$ cat config.mk
export PLATFORM = sky130hd
export DESIGN_NAME = utdq_front
export DESIGN_NICKNAME = d
export VERILOG_FILES = /design/src/rtl/core/utdq_pkg.sv /design/src/rtl/core/utdq_front.sv
export SDC_FILE = /design/constraint.sdc
export NUM_CORES = 2
export LEC_CHECK = 0
export ABC_CLOCK_PERIOD_IN_PS = 20600
export BUFFER_PORTS_ARGS = -buffer_cell sky130_fd_sc_hd__buf_4
export CAP_MARGIN = 25
export CORE_UTILIZATION = 40
export CTS_CLUSTER_DIAMETER = 120
export DETAILED_ROUTE_END_ITERATION = 16
export HOLD_SLACK_MARGIN = 0.12
export PLACE_DENSITY = 0.65
export SLEW_MARGIN = 15
export SYNTH_ARGS = -nofsm -noshare
export SYNTH_HDL_FRONTEND = slang
export SYNTH_SLANG_ARGS = --single-unit
$ cat constraint.sdc
create_clock -name clk -period 20.6 [get_ports clk]
set_input_delay 1.03 -clock clk [delete_from_list [all_inputs] [get_ports clk]]
set_output_delay 1.03 -clock clk [all_outputs]
set_load 0.005 [all_outputs]
$ cat src/rtl/core/utdq_pkg.sv
// Shared types and constants for the up-to-direction quaternion block.
`default_nettype none
package utdq_pkg;

  localparam int FRAC_BITS = 14;
  localparam int ONE       = 1 << FRAC_BITS;
  localparam int DIR_W     = 16;                 // input component width
  localparam int OUT_W     = 16;                 // output component width
  localparam int MARGIN_W  = 11;
  localparam int DEN_W     = 32;                 // holds x^2+y^2+z^2 and the second-pass sum
  localparam int QB        = 2 * FRAC_BITS + 1;  // quotient bits of k^2*2^(2F)/den
  localparam int RB        = FRAC_BITS + 1;      // root bits
  localparam int RAD_W     = 2 * RB;             // radicand width
  localparam int CNT_W     = $clog2(QB);
  localparam int Q_DEPTH   = 4;
  localparam int Q_IDX_W   = $clog2(Q_DEPTH);
  localparam int Q_CNT_W   = $clog2(Q_DEPTH + 1);

  typedef enum logic [1:0] {
    CODE_GENERAL  = 2'd0,
    CODE_ALIGNED  = 2'd1,
    CODE_OPPOSITE = 2'd2,
    CODE_ZERO     = 2'd3
  } case_code_t;

  typedef struct packed {
    logic signed [DIR_W-1:0] x;
    logic signed [DIR_W-1:0] y;
    logic signed [DIR_W-1:0] z;
    logic [DEN_W-1:0]        n2;
    logic                    zero;
  } utdq_item_t;

  typedef enum logic [1:0] {
    SC_IDLE,
    SC_DIV,
    SC_SQRT
  } utdq_scale_state_t;

  typedef enum logic [2:0] {
    B_IDLE,
    B_RUN1,
    B_SQR,
    B_ADD,
    B_RUN2
  } utdq_back_state_t;

  function automatic logic [DIR_W-1:0] abs_dir(input logic signed [DIR_W-1:0] v);
    abs_dir = v[DIR_W-1] ? DIR_W'(-v) : DIR_W'(v);
  endfunction

endpackage
`default_nettype wire

$ cat src/rtl/core/utdq_front.sv
// Front part: takes requests, squares the components, forms the squared norm and flags zero.
`default_nettype none
module utdq_front
  import utdq_pkg::*;
(
  input  wire logic                    clk,
  input  wire logic                    rst,
  input  wire logic                    start,
  input  wire logic signed [DIR_W-1:0] dir_x,
  input  wire logic signed [DIR_W-1:0] dir_y,
  input  wire logic signed [DIR_W-1:0] dir_z,
  input  wire logic [Q_CNT_W-1:0]      q_count,
  output logic                         busy,
  output logic                         push,
  output utdq_item_t                   item
);

  logic                    fv;
  logic signed [DIR_W-1:0] fx, fy, fz;
  logic [DEN_W-1:0]        sqx, sqy, sqz;
  logic [DEN_W-1:0]        n2;

  // Reserve a queue slot for the request held in the square stage.
  assign busy = (Q_CNT_W'(q_count) + Q_CNT_W'(fv)) >= Q_CNT_W'(Q_DEPTH);

  always_ff @(posedge clk) begin
    if (rst) fv <= 1'b0;
    else fv <= start && !busy;
  end

  always_ff @(posedge clk) begin
    if (start && !busy) begin
      fx  <= dir_x;
      fy  <= dir_y;
      fz  <= dir_z;
      sqx <= DEN_W'(abs_dir(dir_x)) * DEN_W'(abs_dir(dir_x));
      sqy <= DEN_W'(abs_dir(dir_y)) * DEN_W'(abs_dir(dir_y));
      sqz <= DEN_W'(abs_dir(dir_z)) * DEN_W'(abs_dir(dir_z));
    end
  end

  assign n2   = sqx + sqy + sqz;
  assign push = fv;

  always_comb begin
    item.x    = fx;
    item.y    = fy;
    item.z    = fz;
    item.n2   = n2;
    item.zero = (n2 == '0);
  end

endmodule
`default_nettype wire

==> impl_metrics.env <==
export IMPL_status="complete, no violations"
export IMPL_overflow=0
export IMPL_core_area_mm2=0.0699
export IMPL_synthArstFlopShare=0
export IMPL_fin_crit_sh=0.467
export IMPL_start_util=0.404
export IMPL_dp_cells=4018
export IMPL_io_pins=137
export IMPL_n_fill_cell=6790
export IMPL_cts_tree="built"
export IMPL_ys_warnings_count=0
export IMPL_yosys_most_used_dff="edfxtp_1"
export IMPL_final_cells=4050
export IMPL_dieHeight_um=268
export IMPL_finalNetCount=3995
export IMPL_yosysMostFrequentCell="inv_1"
export IMPL_cp_buffers_inverters=8
export IMPL_htree_levels=4
export IMPL_cts_sinks=139
export IMPL_timing_fmax_mhz=104
export IMPL_grt_usage=0.198
export IMPL_crit_arrival_ns=9.84
export IMPL_numCtsBuffers=17
export IMPL_yosysTopAreaCellShare=0.369
export IMPL_synth_seq_cells=139
export IMPL_crit_path_max_incr_delay_ns=0.69
export IMPL_cp_required_ns=20.83
export IMPL_clk_pin_slew_worst_paths_ns=0.08
export IMPL_maxSlewViolCount=0
export IMPL_dieWidth_um=268
export IMPL_relSlewSlack=0.334
export IMPL_hpwl_um=56400
export IMPL_worstPathMaxFanout=17
export IMPL_tightest_slew_ns=0.998
export IMPL_cts_setup_buffers=0
export IMPL_antenna_found_initial=0
export IMPL_cap_violations=0
export IMPL_vias=20200
export IMPL_fin_crit_ns=9.61
export IMPL_route_detailed_drc=0
export IMPL_yosysSeqAreaShare=0.148
export IMPL_grt_pass1_wl_um=110000
export IMPL_drive_above_1_share=0.0678
export IMPL_grt_pass1_vias=21300
export IMPL_antenna_cells=0
export IMPL_final_util=0.445
export IMPL_syn_area_mm2=0.0282
export IMPL_clk_latency_ns=0.49
export IMPL_rows=97
export IMPL_drtIter0Drc=1095
export IMPL_die_area_mm2=0.0716
export IMPL_critPathKind="input port to flop"
export IMPL_path_delay_family="adder cells"
export IMPL_rsz0062_at_grt="no"
export IMPL_holdBufCountCts=0
export IMPL_area_growth_pct=10.3
export IMPL_antenna_left=0
export IMPL_finalSetupViolations=0
export IMPL_multi_input_area_mm2=0.0214
export IMPL_cp_end_kind="flop"
export IMPL_yosys_top_cells_area="fa_1 37%, edfxtp_1 15%, ha_1 14%"
export IMPL_cts_root_buf="clkbuf_16"
export IMPL_first_pass_iters=5
export IMPL_cp_start_kind="input port"
export IMPL_syn_area_per_cell_um2=9.62
export IMPL_synthCells=2933
export IMPL_min_path_type="input port to flop"
export IMPL_port_buffers=136
export IMPL_grt_max_degree=75
export IMPL_regArea_mm2=0.00416
export IMPL_skew_ns=0.0182
export IMPL_wl_per_cell_um=16.3
export IMPL_tns_ns=0
export IMPL_hold_viol=0
export IMPL_vias_per_cell=4.99
export IMPL_routed_wl_um=65900
export IMPL_clockBufferDepth=2
export IMPL_cp_slowest_cell="xor2_1"
export IMPL_place_gp_congestion=0.930
export IMPL_synth_edf_count=138
export IMPL_synth_distinct_cells=72
export IMPL_synth_top_area_cell="fa_1"
export IMPL_cts_resized=0
export IMPL_synth_commonest_cells="689 x inv_1, 520 x fa_1, 324 x ha_1, 247 x nand2_1, 239 x nor2_1"
-- final timing paths --
path	cells past startpoint	start	end	slack [ns]
setup / recovery	30	dir_x[0]	sqx[31]	10.99
hold / removal	2	rst	push	0.68
setup reg to reg	5	push	sqy[22]	17.79
hold reg to reg	4	push	push	0.79
-- cell type report --
cell class	instances	share of cell area
Multi-Input combinational cell	2071	0.686
Sequential cell	139	0.134
Inverter	712	0.0859
Tap cell	940	0.0378
Timing Repair Buffer	156	0.0376
Clock buffer	17	0.0137
Clock inverter	15	0.00535
-- through the flow --
stage               cell area, µm²  setup slack (ns)  hold slack [ns]
floorplan                    28400             12.09             1.10
global placement             30500             10.57            0.768
detailed placement           30500             10.53            0.780
CTS                          31100             11.03            0.631
global route                 31100             10.50            0.660
finish                       31100             10.99            0.676
-- registers in the layout, indices dropped and copies added, names as in the netlist --
signal,flops
sqy,30
fy,16
sqz,30
fx,16
push,1
fz,16
sqx,30
-- worst reg2reg max path, stage by stage, from the launching register on --
cell and delay [ns]:
dfxtp_1 0.34, nand3_1 0.09, xor2_1 0.17, and2_4 0.17
buf_4 0.74, buf_4 0.85
-- kinds of logic (layout without fill, tap and decap cells) --
logic type	after synthesis	in the layout	share of synthesized area
buf+inv	757	900	0.101
xor+xnor	157	157	0.0490
flops	139	139	0.148
fa+ha+maj	844	844	0.512
mux	2	2	0.000709
simple gates	673	673	0.105
other cells	2	36	0.000266
compound gates	359	359	0.0836
-- metal layers --
| layer | track usage | share of wire | up-vias | wire length [µm] |
|---|---|---|---|---|
| met1 | 0.259 | 0.43 | 10100 | 28100 |
| met2 | 0.330 | 0.48 | 532 | 31700 |
| li1 | - | - | 9532 | - |
| met3 | 0.0380 | 0.066 | 89 | 4340 |
| met4 | 0.0636 | 0.027 | 0 | 1800 |
| met5 | 0 | 0 | - | 0 |
-- cells in the final DEF (no fill, tap or decap), types with 36 or more instances in the layout --
master	netlist	routed
inv_1	689	689
a21o_1	65	65
xnor2_1	100	99
xor2_1	56	56
nand2_1	247	247
o21ai_0	59	59
buf_4	3	156
edfxtp_1	138	138
a21oi_1	95	95
ha_1	324	324
conb_1	2	36
nor2_1	239	239
fa_1	520	520
Power is left out: the tool's default activity adds up to more than one toggle a clock period on the data nets, which glitch-free logic cannot reach.
