--- src/rtl/core/utdq_pkg.sv ---
// Shared types and constants for the up-to-direction quaternion block.
`default_nettype none
package utdq_pkg;

  localparam int FRAC_BITS = 14;
  localparam int ONE       = 1 << FRAC_BITS;
  localparam int DIR_W     = 16;                 // input component width
  localparam int OUT_W     = 16;                 // output component width
  localparam int MARGIN_W  = 11;
  localparam int DEN_W     = 32;                 // holds x^2+y^2+z^2 and the second-pass sum
  localparam int QB        = 2 * FRAC_BITS + 1;  // quotient bits of k^2*2^(2F)/den
  localparam int RB        = FRAC_BITS + 1;      // root bits
  localparam int RAD_W     = 2 * RB;             // radicand width
  localparam int CNT_W     = $clog2(QB);
  localparam int Q_DEPTH   = 4;
  localparam int Q_IDX_W   = $clog2(Q_DEPTH);
  localparam int Q_CNT_W   = $clog2(Q_DEPTH + 1);

  typedef enum logic [1:0] {
    CODE_GENERAL  = 2'd0,
    CODE_ALIGNED  = 2'd1,
    CODE_OPPOSITE = 2'd2,
    CODE_ZERO     = 2'd3
  } case_code_t;

  typedef struct packed {
    logic signed [DIR_W-1:0] x;
    logic signed [DIR_W-1:0] y;
    logic signed [DIR_W-1:0] z;
    logic [DEN_W-1:0]        n2;
    logic                    zero;
  } utdq_item_t;

  typedef enum logic [1:0] {
    SC_IDLE,
    SC_DIV,
    SC_SQRT
  } utdq_scale_state_t;

  typedef enum logic [2:0] {
    B_IDLE,
    B_RUN1,
    B_SQR,
    B_ADD,
    B_RUN2
  } utdq_back_state_t;

  function automatic logic [DIR_W-1:0] abs_dir(input logic signed [DIR_W-1:0] v);
    abs_dir = v[DIR_W-1] ? DIR_W'(-v) : DIR_W'(v);
  endfunction

endpackage
`default_nettype wire

--- src/rtl/core/utdq_queue.sv ---
// Small register queue between the front and back parts.
`default_nettype none
module utdq_queue
  import utdq_pkg::*;
(
  input  wire logic       clk,
  input  wire logic       rst,
  input  wire logic       push,
  input  wire utdq_item_t wdata,
  input  wire logic       pop,
  output utdq_item_t      rdata,
  output logic            empty,
  output logic [Q_CNT_W-1:0] count
);

  utdq_item_t mem [Q_DEPTH];
  logic [Q_IDX_W-1:0] wr_ptr;
  logic [Q_IDX_W-1:0] rd_ptr;

  always_ff @(posedge clk) begin
    if (rst) begin
      wr_ptr <= '0;
      rd_ptr <= '0;
      count  <= '0;
    end else begin
      if (push) wr_ptr <= wr_ptr + 1'b1;
      if (pop) rd_ptr <= rd_ptr + 1'b1;
      if (push && !pop) count <= count + 1'b1;
      else if (pop && !push) count <= count - 1'b1;
    end
  end

  always_ff @(posedge clk) begin
    if (push) mem[wr_ptr] <= wdata;
  end

  assign rdata = mem[rd_ptr];
  assign empty = (count == '0);

endmodule
`default_nettype wire

--- config.mk ---
export PLATFORM = sky130hd
export DESIGN_NAME = utdq_queue
export DESIGN_NICKNAME = d
export VERILOG_FILES = /design/src/rtl/core/utdq_pkg.sv /design/src/rtl/core/utdq_queue.sv
export SDC_FILE = /design/constraint.sdc
export NUM_CORES = 1
export LEC_CHECK = 0
export ABC_AREA = 1
export ABC_CLOCK_PERIOD_IN_PS = 3160
export BUFFER_PORTS_ARGS = -buffer_cell sky130_fd_sc_hd__buf_2
export CORE_AREA = 2 2 170 172
export CTS_BUF_LIST = sky130_fd_sc_hd__clkbuf_4
export CTS_CLUSTER_DIAMETER = 30
export DETAILED_ROUTE_END_ITERATION = 6
export DIE_AREA = 0 0 172 174
export PLACE_DENSITY_LB_ADDON = 0.05
export SYNTH_ARGS = -nofsm -noshare
export SYNTH_HDL_FRONTEND = slang
export SYNTH_SLANG_ARGS = --single-unit
--- constraint.sdc ---
create_clock -name clk -period 3.16 [get_ports clk]
set_input_delay 0.79 -clock clk [delete_from_list [all_inputs] [get_ports clk]]
set_output_delay 0.79 -clock clk [all_outputs]
set_load 0.05 [all_outputs]
==> results.py <==
metrics = {
    "drt": {
        "ant_nets": 0,
        "drc_errors": 0,
        "firstDrtPassIters": 5,
        "drt_iter0_drc": 406,
        "routed_via_density": 5.10,
        "wirelength_um": 27600,
        "vias": 7705,
        "wl_per_cell_um": 18.3,
    },
    "layout": {
        "syn2layout_area_growth_pct": 18.4,
        "final_common_cell": "edfxtp_1",
        "fin_nets": 1161,
        "final_cell_mix": "324 x edfxtp_1, 167 x buf_2, 148 x nor2_1",
        "final_layout_size_suffix_gt1_frac": 0.314,
    },
    "outcome": {
        "status": "finished, final reports clean",
    },
    "timing": {
        "fmax_ghz": 0.332,
        "final-setup-viol-count": 0,
        "skew_ns": 0.0336,
        "worstMarginPinSlew_ns": 0.676,
        "hold_viol_final": 0,
        "setup_slack_ns": 0.145,
        "rsz0062_at_grt": "false",
        "tns_ns": 0,
        "post-route-min-period_ns": 3.02,
        "fin_crit_sh": 0.954,
        "slew_headroom": 0.549,
        "drv_slew": 0,
    },
    "synth": {
        "yosysWarnings": 0,
        "synth.avg_cell_area_um2": 14.9,
        "ys_seq_elements": 333,
        "yosys.cell_types.count": 24,
        "seq_area_frac_synth": 0.791,
        "synth_fp_nets": 931,
        "netlist_area_um2": 12500,
        "syn_inst": 840,
    },
    "setup_path": {
        "critPathMaxStageDelay_ns": 0.40,
        "cpLargestDelayFamily": "buffers and inverters",
        "cp_data_arrival_time_ns": 2.23,
        "crit_type": "register to output pin",
        "cp_cell_sequence": "buf_12 -> inv_16 -> buf_12 -> o21ai_0 -> o22ai_1 -> buf_2",
        "cp_num_buf_inv": 4,
        "worstPathRequired_ns": 2.37,
        "crit_path_end_kind": "output pin",
        "cpMostUsedCell": "buf_12",
        "slowest_stage": "dfxtp_4",
        "crit_fanout": 47,
        "cp-start-kind": "register",
    },
    "global_route": {
        "grt.total_usage": 0.187,
        "overflow": 0,
        "grt_pass1_vias": 7868,
        "grt_antenna_before_repair": 7,
        "grt_pass1_wl_um": 42400,
        "grt_start_max_net_pins": 82,
    },
    "clock_tree": {
        "clk_pin_slew_ns": 0.06,
        "cts_tree": "done",
        "cts_made_buffers": 87,
        "cts_max_level": 3,
        "clock_sinks": 333,
        "clockBufferDepth": 3,
        "holdBufCountCts": 0,
        "clk-insertion-delay-late_ns": 0.68,
        "root_buffer": "clkbuf_4",
    },
    "pwr": {
        "total_power_uw": 9870,
        "max-vdd-ir-drop_uv": 322,
        "power.leakage_uw": 0.00529,
        "powerDensity_nw_per_um2": 665,
    },
    "flow_run": {
        "cap_violations": 0,
    },
    "floorplan": {
        "chipHeight_um": 174,
        "pin_count": 170,
        "core_um2": 28200,
        "start_util": 0.444,
        "dieArea_um2": 29900,
        "die_w_um": 172,
        "fp-row-count": 62,
    },
    "place": {
        "port_buffers": 169,
        "dp_slack_ns": 0.524,
        "dp_hpwl_um": 14500,
        "gp_congestion": 0.716,
    },
    "worst_hold_path": {
        "hold_path.class": "input port to register",
    },
}
-- layout make-up --
| type | count | area, µm² |
|---|---|---|
| antenna | 5 | 12.5 |
| clock buffer | 124 | 931 |
| clock inverter | 16 | 73.8 |
| fill | 2545 | 13400 |
| inverter | 17 | 97.6 |
| multi-input combinational | 438 | 2180 |
| sequential | 333 | 9910 |
| tap | 384 | 480 |
| timing repair buffer | 192 | 1130 |
| timing repair inverter | 1 | 11.3 |
-- worst paths after layout --
check | endpoint | depth (start not counted) | slack, ns | from
setup / recovery | rdata[57] | 6 | 0.14 | register
hold / removal | count[0]$_SDFFE_PP0P_ | 2 | 0.27 | rst
setup reg to reg | mem[0][33]$_DFFE_PP_ | 5 | 1.35 | wr_ptr[0]$_SDFFE_PP0P_
hold reg to reg | register | 1 | 0.43 | rd_ptr[1]$_SDFFE_PP0P_
-- through the flow --
stage | instances | instance area, µm² | hold slack, ns | util
CTS | 1505 | 14800 | 0.196 | 0.524
finish | 1510 | 14800 | 0.274 | 0.525
global route | 1507 | 14800 | 0.213 | 0.525
floorplan | 840 | 12500 | 0.412 | -
detailed placement | 1358 | 13700 | 0.425 | 0.485
global placement | 1358 | 13700 | 0.423 | 0.485
-- Yosys cell counts --
master | instances | share of area
inv_8 | 1 | 0.00090
ha_1 | 5 | 0.0050
clkbuf_1 | 20 | 0.0060
nor2_2 | 20 | 0.010
nand2_1 | 9 | 0.0027
buf_8 | 6 | 0.0072
edfxtp_1 | 324 | 0.78
xor2_1 | 1 | 0.00070
o22ai_1 | 81 | 0.040
nand4_1 | 1 | 0.00050
buf_2 | 12 | 0.0048
buf_6 | 3 | 0.0027
clkinv_4 | 1 | 0.00070
clkbuf_2 | 8 | 0.0032
o21ai_1 | 20 | 0.0080
buf_12 | 3 | 0.0048
inv_1 | 15 | 0.0045
nor2_1 | 148 | 0.044
fa_1 | 1 | 0.0016
nand3_1 | 1 | 0.00040
nor3_1 | 1 | 0.00040
a21oi_1 | 3 | 0.0012
o21ai_0 | 147 | 0.059
dfxtp_1 | 9 | 0.014
-- power by group --
part	switching, µW	internal (µW)
Sequential	48.2	5050
Combinational	1070	315
Clock	1610	1780
-- metal layers --
layer | part of all wire | up-vias | global-route usage | routed length (µm)
met5 | 0.00087 | - | 0 | 24
met4 | 0.017 | 4 | 0.0662 | 471
met3 | 0.066 | 52 | 0.0622 | 1830
met2 | 0.48 | 187 | 0.302 | 13200
met1 | 0.44 | 3782 | 0.236 | 12100
li1 | - | 3680 | - | -
-- registers in the layout, indices dropped and copies added (netlist names), named ones only --
signal / flops
mem: 324
wr_ptr: 2
count: 3
rd_ptr: 2
-- timing repair --
action	4_1_cts	5_1_grt
resized for setup	5	4
endpoints found under the setup margin	68	4
cloned	1	0
setup buffers	6	0
-- cell families (layout without fill, tap and decap cells) --
kind of cell / Yosys count / count (layout) / share of synthesized area
compound gates: 251 / 251 / 0.108
other cells: 0 / 5 / 0
buf+inv: 69 / 350 / 0.0348
flops: 333 / 333 / 0.791
xor+xnor: 1 / 1 / 0.000699
simple gates: 180 / 180 / 0.0583
fa+ha+maj: 6 / 6 / 0.00659
Note: power is estimated with default switching activity, not from simulation.
