===== src/rtl/core/utdq_pkg.sv =====
// Shared types and constants for the up-to-direction quaternion block.
`default_nettype none
package utdq_pkg;

  localparam int FRAC_BITS = 14;
  localparam int ONE       = 1 << FRAC_BITS;
  localparam int DIR_W     = 16;                 // input component width
  localparam int OUT_W     = 16;                 // output component width
  localparam int MARGIN_W  = 11;
  localparam int DEN_W     = 32;                 // holds x^2+y^2+z^2 and the second-pass sum
  localparam int QB        = 2 * FRAC_BITS + 1;  // quotient bits of k^2*2^(2F)/den
  localparam int RB        = FRAC_BITS + 1;      // root bits
  localparam int RAD_W     = 2 * RB;             // radicand width
  localparam int CNT_W     = $clog2(QB);
  localparam int Q_DEPTH   = 4;
  localparam int Q_IDX_W   = $clog2(Q_DEPTH);
  localparam int Q_CNT_W   = $clog2(Q_DEPTH + 1);

  typedef enum logic [1:0] {
    CODE_GENERAL  = 2'd0,
    CODE_ALIGNED  = 2'd1,
    CODE_OPPOSITE = 2'd2,
    CODE_ZERO     = 2'd3
  } case_code_t;

  typedef struct packed {
    logic signed [DIR_W-1:0] x;
    logic signed [DIR_W-1:0] y;
    logic signed [DIR_W-1:0] z;
    logic [DEN_W-1:0]        n2;
    logic                    zero;
  } utdq_item_t;

  typedef enum logic [1:0] {
    SC_IDLE,
    SC_DIV,
    SC_SQRT
  } utdq_scale_state_t;

  typedef enum logic [2:0] {
    B_IDLE,
    B_RUN1,
    B_SQR,
    B_ADD,
    B_RUN2
  } utdq_back_state_t;

  function automatic logic [DIR_W-1:0] abs_dir(input logic signed [DIR_W-1:0] v);
    abs_dir = v[DIR_W-1] ? DIR_W'(-v) : DIR_W'(v);
  endfunction

endpackage
`default_nettype wire


===== src/rtl/core/utdq_scale.sv =====
// Bit-serial unit: m = floor(sqrt(floor(k^2 * 2^(2F) / den))).
`default_nettype none
module utdq_scale
  import utdq_pkg::*;
(
  input  wire logic             clk,
  input  wire logic             rst,
  input  wire logic             start,
  input  wire logic [DIR_W-1:0] kmag,
  input  wire logic [DEN_W-1:0] den,
  output logic                  done,
  output logic [RB-1:0]         m
);

  utdq_scale_state_t state, state_next;
  logic [CNT_W-1:0]  cnt;
  logic [DEN_W:0]    r;
  logic [DEN_W-1:0]  d;
  logic [QB-1:0]     q;
  logic [DEN_W+1:0]  t;
  logic              ge;
  logic [DEN_W+1:0]  t_sub;
  logic [QB-1:0]     q_next;
  logic [RAD_W-1:0]  n;
  logic [RAD_W-1:0]  root;
  logic [RAD_W-1:0]  bitv;
  logic [RAD_W:0]    cmp;
  logic              take;

  // First quotient step uses the remainder unshifted (k^2 <= den).
  assign t      = (cnt == CNT_W'(QB - 1)) ? {1'b0, r} : {r, 1'b0};
  assign ge     = t >= {2'b00, d};
  assign t_sub  = t - {2'b00, d};
  assign q_next = {q[QB-2:0], ge};
  assign cmp    = {1'b0, root} + {1'b0, bitv};
  assign take   = {1'b0, n} >= cmp;

  always_comb begin
    state_next = state;
    unique case (state)
      SC_IDLE: if (start) state_next = SC_DIV;
      SC_DIV:  if (cnt == '0) state_next = SC_SQRT;
      SC_SQRT: if (cnt == '0) state_next = SC_IDLE;
      default: state_next = SC_IDLE;
    endcase
  end

  always_ff @(posedge clk) begin
    if (rst) begin
      state <= SC_IDLE;
      done  <= 1'b0;
    end else begin
      state <= state_next;
      done  <= (state == SC_SQRT) && (cnt == '0);
    end
  end

  always_ff @(posedge clk) begin
    unique case (state)
      SC_IDLE: begin
        if (start) begin
          r   <= (DEN_W + 1)'(kmag) * (DEN_W + 1)'(kmag);
          d   <= den;
          q   <= '0;
          cnt <= CNT_W'(QB - 1);
        end
      end
      SC_DIV: begin
        r <= ge ? t_sub[DEN_W:0] : t[DEN_W:0];
        q <= q_next;
        if (cnt == '0) begin
          n    <= RAD_W'(q_next);
          root <= '0;
          bitv <= RAD_W'(1) << (2 * (RB - 1));
          cnt  <= CNT_W'(RB - 1);
        end else begin
          cnt <= cnt - 1'b1;
        end
      end
      SC_SQRT: begin
        if (take) begin
          n    <= n - cmp[RAD_W-1:0];
          root <= (root >> 1) + bitv;
        end else begin
          root <= root >> 1;
        end
        bitv <= bitv >> 2;
        cnt  <= cnt - 1'b1;
      end
      default: ;
    endcase
  end

  assign m = root[RB-1:0];

endmodule
`default_nettype wire


===== src/rtl/core/utdq_back.sv =====
// Back part: normalizes the direction, classifies the cosine, builds the quaternion.
`default_nettype none
module utdq_back
  import utdq_pkg::*;
(
  input  wire logic                  clk,
  input  wire logic                  rst,
  input  wire logic                  empty,
  input  wire utdq_item_t            item,
  input  wire logic [MARGIN_W-1:0]   margin,
  output logic                       pop,
  output logic                       done,
  output logic signed [OUT_W-1:0]    quat_x,
  output logic signed [OUT_W-1:0]    quat_y,
  output logic signed [OUT_W-1:0]    quat_z,
  output logic signed [OUT_W-1:0]    quat_w,
  output logic [1:0]                 case_code
);

  utdq_back_state_t state, state_next;

  logic             st;
  logic [DIR_W-1:0] k0, k1, k2;
  logic [DEN_W-1:0] den;
  logic             d0, d1, d2;
  logic [RB-1:0]    m0, m1, m2;

  logic             neg_x, neg_y, neg_z;
  logic signed [OUT_W-1:0] tx, tz, w;
  logic [DEN_W-1:0] sq_tx, sq_tz, sq_w, m2sum;

  logic signed [OUT_W-1:0] c;
  logic signed [OUT_W:0]   hi, lo;
  logic             aligned, opposite;
  logic             load;
  case_code_t       code_sel;
  logic signed [OUT_W-1:0] qx_sel, qz_sel, qw_sel;

  function automatic logic signed [OUT_W-1:0] apply_sign(input logic neg,
                                                        input logic [RB-1:0] mag);
    apply_sign = neg ? -OUT_W'(mag) : OUT_W'(mag);
  endfunction

  utdq_scale u_sc0 (.clk, .rst, .start(st), .kmag(k0), .den, .done(d0), .m(m0));
  utdq_scale u_sc1 (.clk, .rst, .start(st), .kmag(k1), .den, .done(d1), .m(m1));
  utdq_scale u_sc2 (.clk, .rst, .start(st), .kmag(k2), .den, .done(d2), .m(m2));

  assign c        = apply_sign(neg_y, m1);
  assign hi       = (OUT_W + 1)'(ONE) - (OUT_W + 1)'(margin);
  assign lo       = (OUT_W + 1)'(margin) - (OUT_W + 1)'(ONE);
  assign aligned  = (OUT_W + 1)'(c) >= hi;
  assign opposite = (OUT_W + 1)'(c) <= lo;
  assign m2sum    = sq_tx + sq_tz + sq_w;

  always_comb begin
    state_next = state;
    unique case (state)
      B_IDLE: if (!empty && !item.zero) state_next = B_RUN1;
      B_RUN1: begin
        if (d0 && d1 && d2) state_next = (aligned || opposite) ? B_IDLE : B_SQR;
      end
      B_SQR:  state_next = B_ADD;
      B_ADD:  state_next = B_RUN2;
      B_RUN2: if (d0 && d1 && d2) state_next = B_IDLE;
      default: state_next = B_IDLE;
    endcase
  end

  always_comb begin
    pop      = 1'b0;
    st       = 1'b0;
    load     = 1'b0;
    k0       = abs_dir(item.x);
    k1       = abs_dir(item.y);
    k2       = abs_dir(item.z);
    den      = item.n2;
    code_sel = CODE_GENERAL;
    qx_sel   = '0;
    qz_sel   = '0;
    qw_sel   = OUT_W'(ONE);
    unique case (state)
      B_IDLE: begin
        pop = !empty;
        st  = !empty && !item.zero;
        if (!empty && item.zero) begin
          load     = 1'b1;
          code_sel = CODE_ZERO;
        end
      end
      B_RUN1: begin
        if (d0 && d1 && d2) begin
          if (aligned) begin
            load     = 1'b1;
            code_sel = CODE_ALIGNED;
          end else if (opposite) begin
            load     = 1'b1;
            code_sel = CODE_OPPOSITE;
            qx_sel   = OUT_W'(ONE);
            qw_sel   = '0;
          end
        end
      end
      B_ADD: begin
        st  = 1'b1;
        k0  = abs_dir(tz);
        k1  = abs_dir(tx);
        k2  = DIR_W'(w);
        den = m2sum;
      end
      B_RUN2: begin
        if (d0 && d1 && d2) begin
          load     = 1'b1;
          code_sel = CODE_GENERAL;
          qx_sel   = apply_sign(tz[OUT_W-1], m0);
          qz_sel   = apply_sign(!tx[OUT_W-1], m1);
          qw_sel   = OUT_W'(m2);
        end
      end
      default: ;
    endcase
  end

  always_ff @(posedge clk) begin
    if (rst) begin
      state <= B_IDLE;
      done  <= 1'b0;
    end else begin
      state <= state_next;
      done  <= load;
    end
  end

  always_ff @(posedge clk) begin
    if (st && state == B_IDLE) begin
      neg_x <= item.x[DIR_W-1];
      neg_y <= item.y[DIR_W-1];
      neg_z <= item.z[DIR_W-1];
    end
    if (state == B_RUN1 && d0 && d1 && d2) begin
      tx <= apply_sign(neg_x, m0);
      tz <= apply_sign(neg_z, m2);
      w  <= OUT_W'(ONE) + c;
    end
    if (state == B_SQR) begin
      sq_tx <= DEN_W'(abs_dir(tx)) * DEN_W'(abs_dir(tx));
      sq_tz <= DEN_W'(abs_dir(tz)) * DEN_W'(abs_dir(tz));
      sq_w  <= DEN_W'($unsigned(w)) * DEN_W'($unsigned(w));
    end
    if (load) begin
      quat_x    <= qx_sel;
      quat_z    <= qz_sel;
      quat_w    <= qw_sel;
      case_code <= code_sel;
    end
  end

  assign quat_y = '0;

endmodule
`default_nettype wire


===== config.mk =====
export PLATFORM = sky130hd
export DESIGN_NAME = utdq_back
export DESIGN_NICKNAME = d
export VERILOG_FILES = /design/src/rtl/core/utdq_pkg.sv /design/src/rtl/core/utdq_scale.sv /design/src/rtl/core/utdq_back.sv
export SDC_FILE = /design/constraint.sdc
export NUM_CORES = 2
export LEC_CHECK = 0
export BUFFER_PORTS_ARGS = -buffer_cell sky130_fd_sc_hd__buf_2
export CAP_MARGIN = 20
export CORE_AREA = 2 2 296 591
export DETAILED_ROUTE_END_ITERATION = 8
export DIE_AREA = 0 0 298 593
export PLACE_DENSITY_LB_ADDON = 0.25
export REMOVE_ABC_BUFFERS = 1
export SLEW_MARGIN = 10
export SYNTH_ARGS = -nofsm -noshare
export SYNTH_HDL_FRONTEND = slang
export SYNTH_HIERARCHICAL = 1
export SYNTH_SLANG_ARGS = --single-unit

===== constraint.sdc =====
create_clock -name clk -period 9.8 [get_ports clk]
set_input_delay 0.49 -clock clk [delete_from_list [all_inputs] [get_ports clk]]
set_output_delay 0.49 -clock clk [all_outputs]
set_load 0.01 [all_outputs]

==> results.json <==
{
  "fin_crit_ns": 9.01,
  "grt_pass1_wl_um": 389000,
  "tightest_slew_ns": 1.17,
  "final_util_pct": 58.2,
  "wl_met2_um": 117000,
  "cts_tree": "yes",
  "cts_buffers": 76,
  "detail_route.iter0.violations": 5131,
  "worstHoldPathCells": 3,
  "dp.cells": 12500,
  "synth-seq-area-share_pct": 23.0,
  "chipHeight_um": 593,
  "area_growth_pct": 6.57,
  "drive_gt1_share_pct": 6.67,
  "synth_cell_type_count": 118,
  "syn_avg_cell_area_um2": 9.24,
  "firstDrtPassIters": 6,
  "peakVddDrop_v": 0.000721,
  "clockBufferDepth": 3,
  "start_util_pct": 54.6,
  "fin_crit_sh_pct": 91.9,
  "cts_resized": 0,
  "synth-seq-cells": 725,
  "cts_max_level": 3,
  "stdcell_count": 12600,
  "place_hpwl_um": 194000,
  "die_area_um2": 177000,
  "postLayoutCellArea_um2": 100000,
  "place_area_um2": 97500,
  "fin_total_pwr_mw": 29.8,
  "setup_slack_ns": 0.794,
  "cap_violations": 0,
  "fin_skew_ns": 0.0689,
  "p_leak_nw": 47.8,
  "io_pins": 163,
  "cp_data_arrival_time_ns": 9.37,
  "path_depth": 33,
  "timing.slew.headroom_pct": 21.6,
  "synth_warnings": 6,
  "async_reset_ff_share_pct": 0,
  "fmax_mhz": 111,
  "wl_per_cell_um": 19.3,
  "port_buffers": 145,
  "worstRegToRegCells": 33,
  "crit_fanout": 11,
  "path_common_cell": "fa_1",
  "rsz0062_at_grt": "false",
  "path_class": "reg -> reg",
  "vias_per_cell": 5.67,
  "syn_inst": 10200,
  "worstPathRequired_ns": 10.17,
  "highest_layer": "met5",
  "p_per_area_nw_per_um2": 297,
  "start_kind": "register",
  "gp_congestion": 0.947,
  "crit_buf_inv": 9,
  "cpPeakStageDelay_ns": 0.55,
  "cts_setup_buffers": 0,
  "coreArea_um2": 172000,
  "vias": 71400,
  "met1_length_um": 99200,
  "clkLatencyLatePin_ns": 0.71,
  "pre_cts_ws_ns": 0.562,
  "met3WireLength_um": 14900,
  "cts-hold-fix-buffers": 0,
  "crit_path_end_kind": "register",
  "wirelength_um": 243000,
  "critPathTopFamily": "adder cells",
  "ys.flop_type": "edfxtp_1",
  "grtUsageTotal_pct": 27.7,
  "cts.sinks": 725,
  "netlist_area_um2": 94200,
  "overflow": 0,
  "cpMaxStageDelayCell": "fa_1",
  "status": "completed",
  "fp-row-count": 216,
  "clkTransAtPathRegs_ns": 0.06,
  "grt_max_degree": 84,
  "grt_pass1_vias": 72700,
  "setup_viol": 0,
  "final_common_cell": "inv_1",
  "final_nets": 12300,
  "clock-root-buffer": "clkbuf_16",
  "hp-class": "in -> reg",
  "final_hold_viol_count": 0,
  "slew_viol_final": 0,
  "post-route-drc-count": 0,
  "layout_common_cells": "inv_1, nand2_1, fa_1, ha_1, edfxtp_1",
  "postRouteAntennaNets": 0,
  "antenna_found_initial": 21,
  "synth_edf_count": 712,
  "die_w_um": 298
}
==> area by class of cell <==
cell class                      instances  area [um^2]
Clock buffer                           85         1960
Multi-Input combinational cell       7442        64700
Clock inverter                         54          817
Sequential cell                       725        21600
Fill cell                           15300        72100
Timing Repair Buffer                  303         1970
Inverter                             1698         6370
Tap cell                             2289         2860
Antenna cell                            7         17.5
==> report_power, final <==
part / switching (mW) / internal, mW / total, mW
combinational: 12.8 / 9.24 / 22.0
sequential: 0.118 / 4.42 / 4.54
clock: 1.42 / 1.85 / 3.27
==> flip-flops by register name (all words and copies together), names as in the netlist, 16 cells and up <==
name / count
w: 16
quat_z: 16
u_sc0/root: 30
u_sc1/root: 30
u_sc1/q: 28
sq_tx: 31
u_sc2/q: 28
u_sc0/n: 30
u_sc2/root: 30
quat_x: 16
tz: 16
u_sc1/r: 33
u_sc0/q: 28
u_sc2/d: 32
u_sc0/r: 33
u_sc2/r: 33
u_sc2/n: 30
u_sc1/d: 32
u_sc1/n: 30
tx: 16
sq_w: 31
u_sc0/d: 32
sq_tz: 31
==> worst paths after layout <==
kind | start | end | slack, ns
hold / removal | item[2] | u_sc1/d[1] | 0.21
hold reg to reg | u_sc2/q[0] | u_sc2/q[1] | 0.55
setup reg to reg | tz[0] | u_sc0/r[30] | 0.79
setup / recovery | tz[0] | u_sc0/r[30] | 0.79
==> layer usage <==
layer | track usage, % | up-vias
met4 | 12.0 | 22
met5 | 0 | -
met1 | 35.6 | 35000
met3 | 3.85 | 460
met2 | 47.0 | 2028
li1 | - | 33900
==> cells by family (layout without fill, tap and decap cells) <==
| family | after synthesis | in the layout | synth area share, % |
|---|---|---|---|
| xor+xnor | 631 | 631 | 5.87 |
| flops | 725 | 725 | 23.0 |
| simple gates | 2916 | 2916 | 14.4 |
| other cells | 2 | 49 | 0.00797 |
| fa+ha+maj | 1962 | 1962 | 34.2 |
| buf+inv | 2061 | 2140 | 8.60 |
| compound gates | 1756 | 1756 | 12.4 |
| mux | 135 | 135 | 1.54 |
==> cells in the mapped netlist, types with 100 or more instances <==
master    instances  area share [%]
a21o_1          207             1.6
a21oi_1         456             2.4
a31oi_1         149            0.99
and2_1          355             2.4
clkbuf_1        237            0.94
edfxtp_1        712              23
fa_1           1018              22
ha_1            944              13
inv_1          1681             6.7
nand2_1        1200             4.8
nand3_1         124            0.66
nor2_1          645             2.6
nor3_1          100            0.53
o21ai_0         301             1.6
xnor2_1         364             3.4
xor2_1          267             2.5
==> through the flow <==
step,hold slack [ns],TNS (ns)
global placement,0.522,0
floorplan,0.497,-24.62
global route,0.214,0
CTS,0.171,0
finish,0.206,0
detailed placement,0.529,0
==> tightest hold or removal path: cells and delay by family <==
family / cells / cell delay (ns)
and+or+nand+nor: 1 / 0.05
buffers and inverters: 1 / 0.10
AOI/OAI and AO/OA: 1 / 0.12
Note: power is estimated with default switching activity, not from simulation.
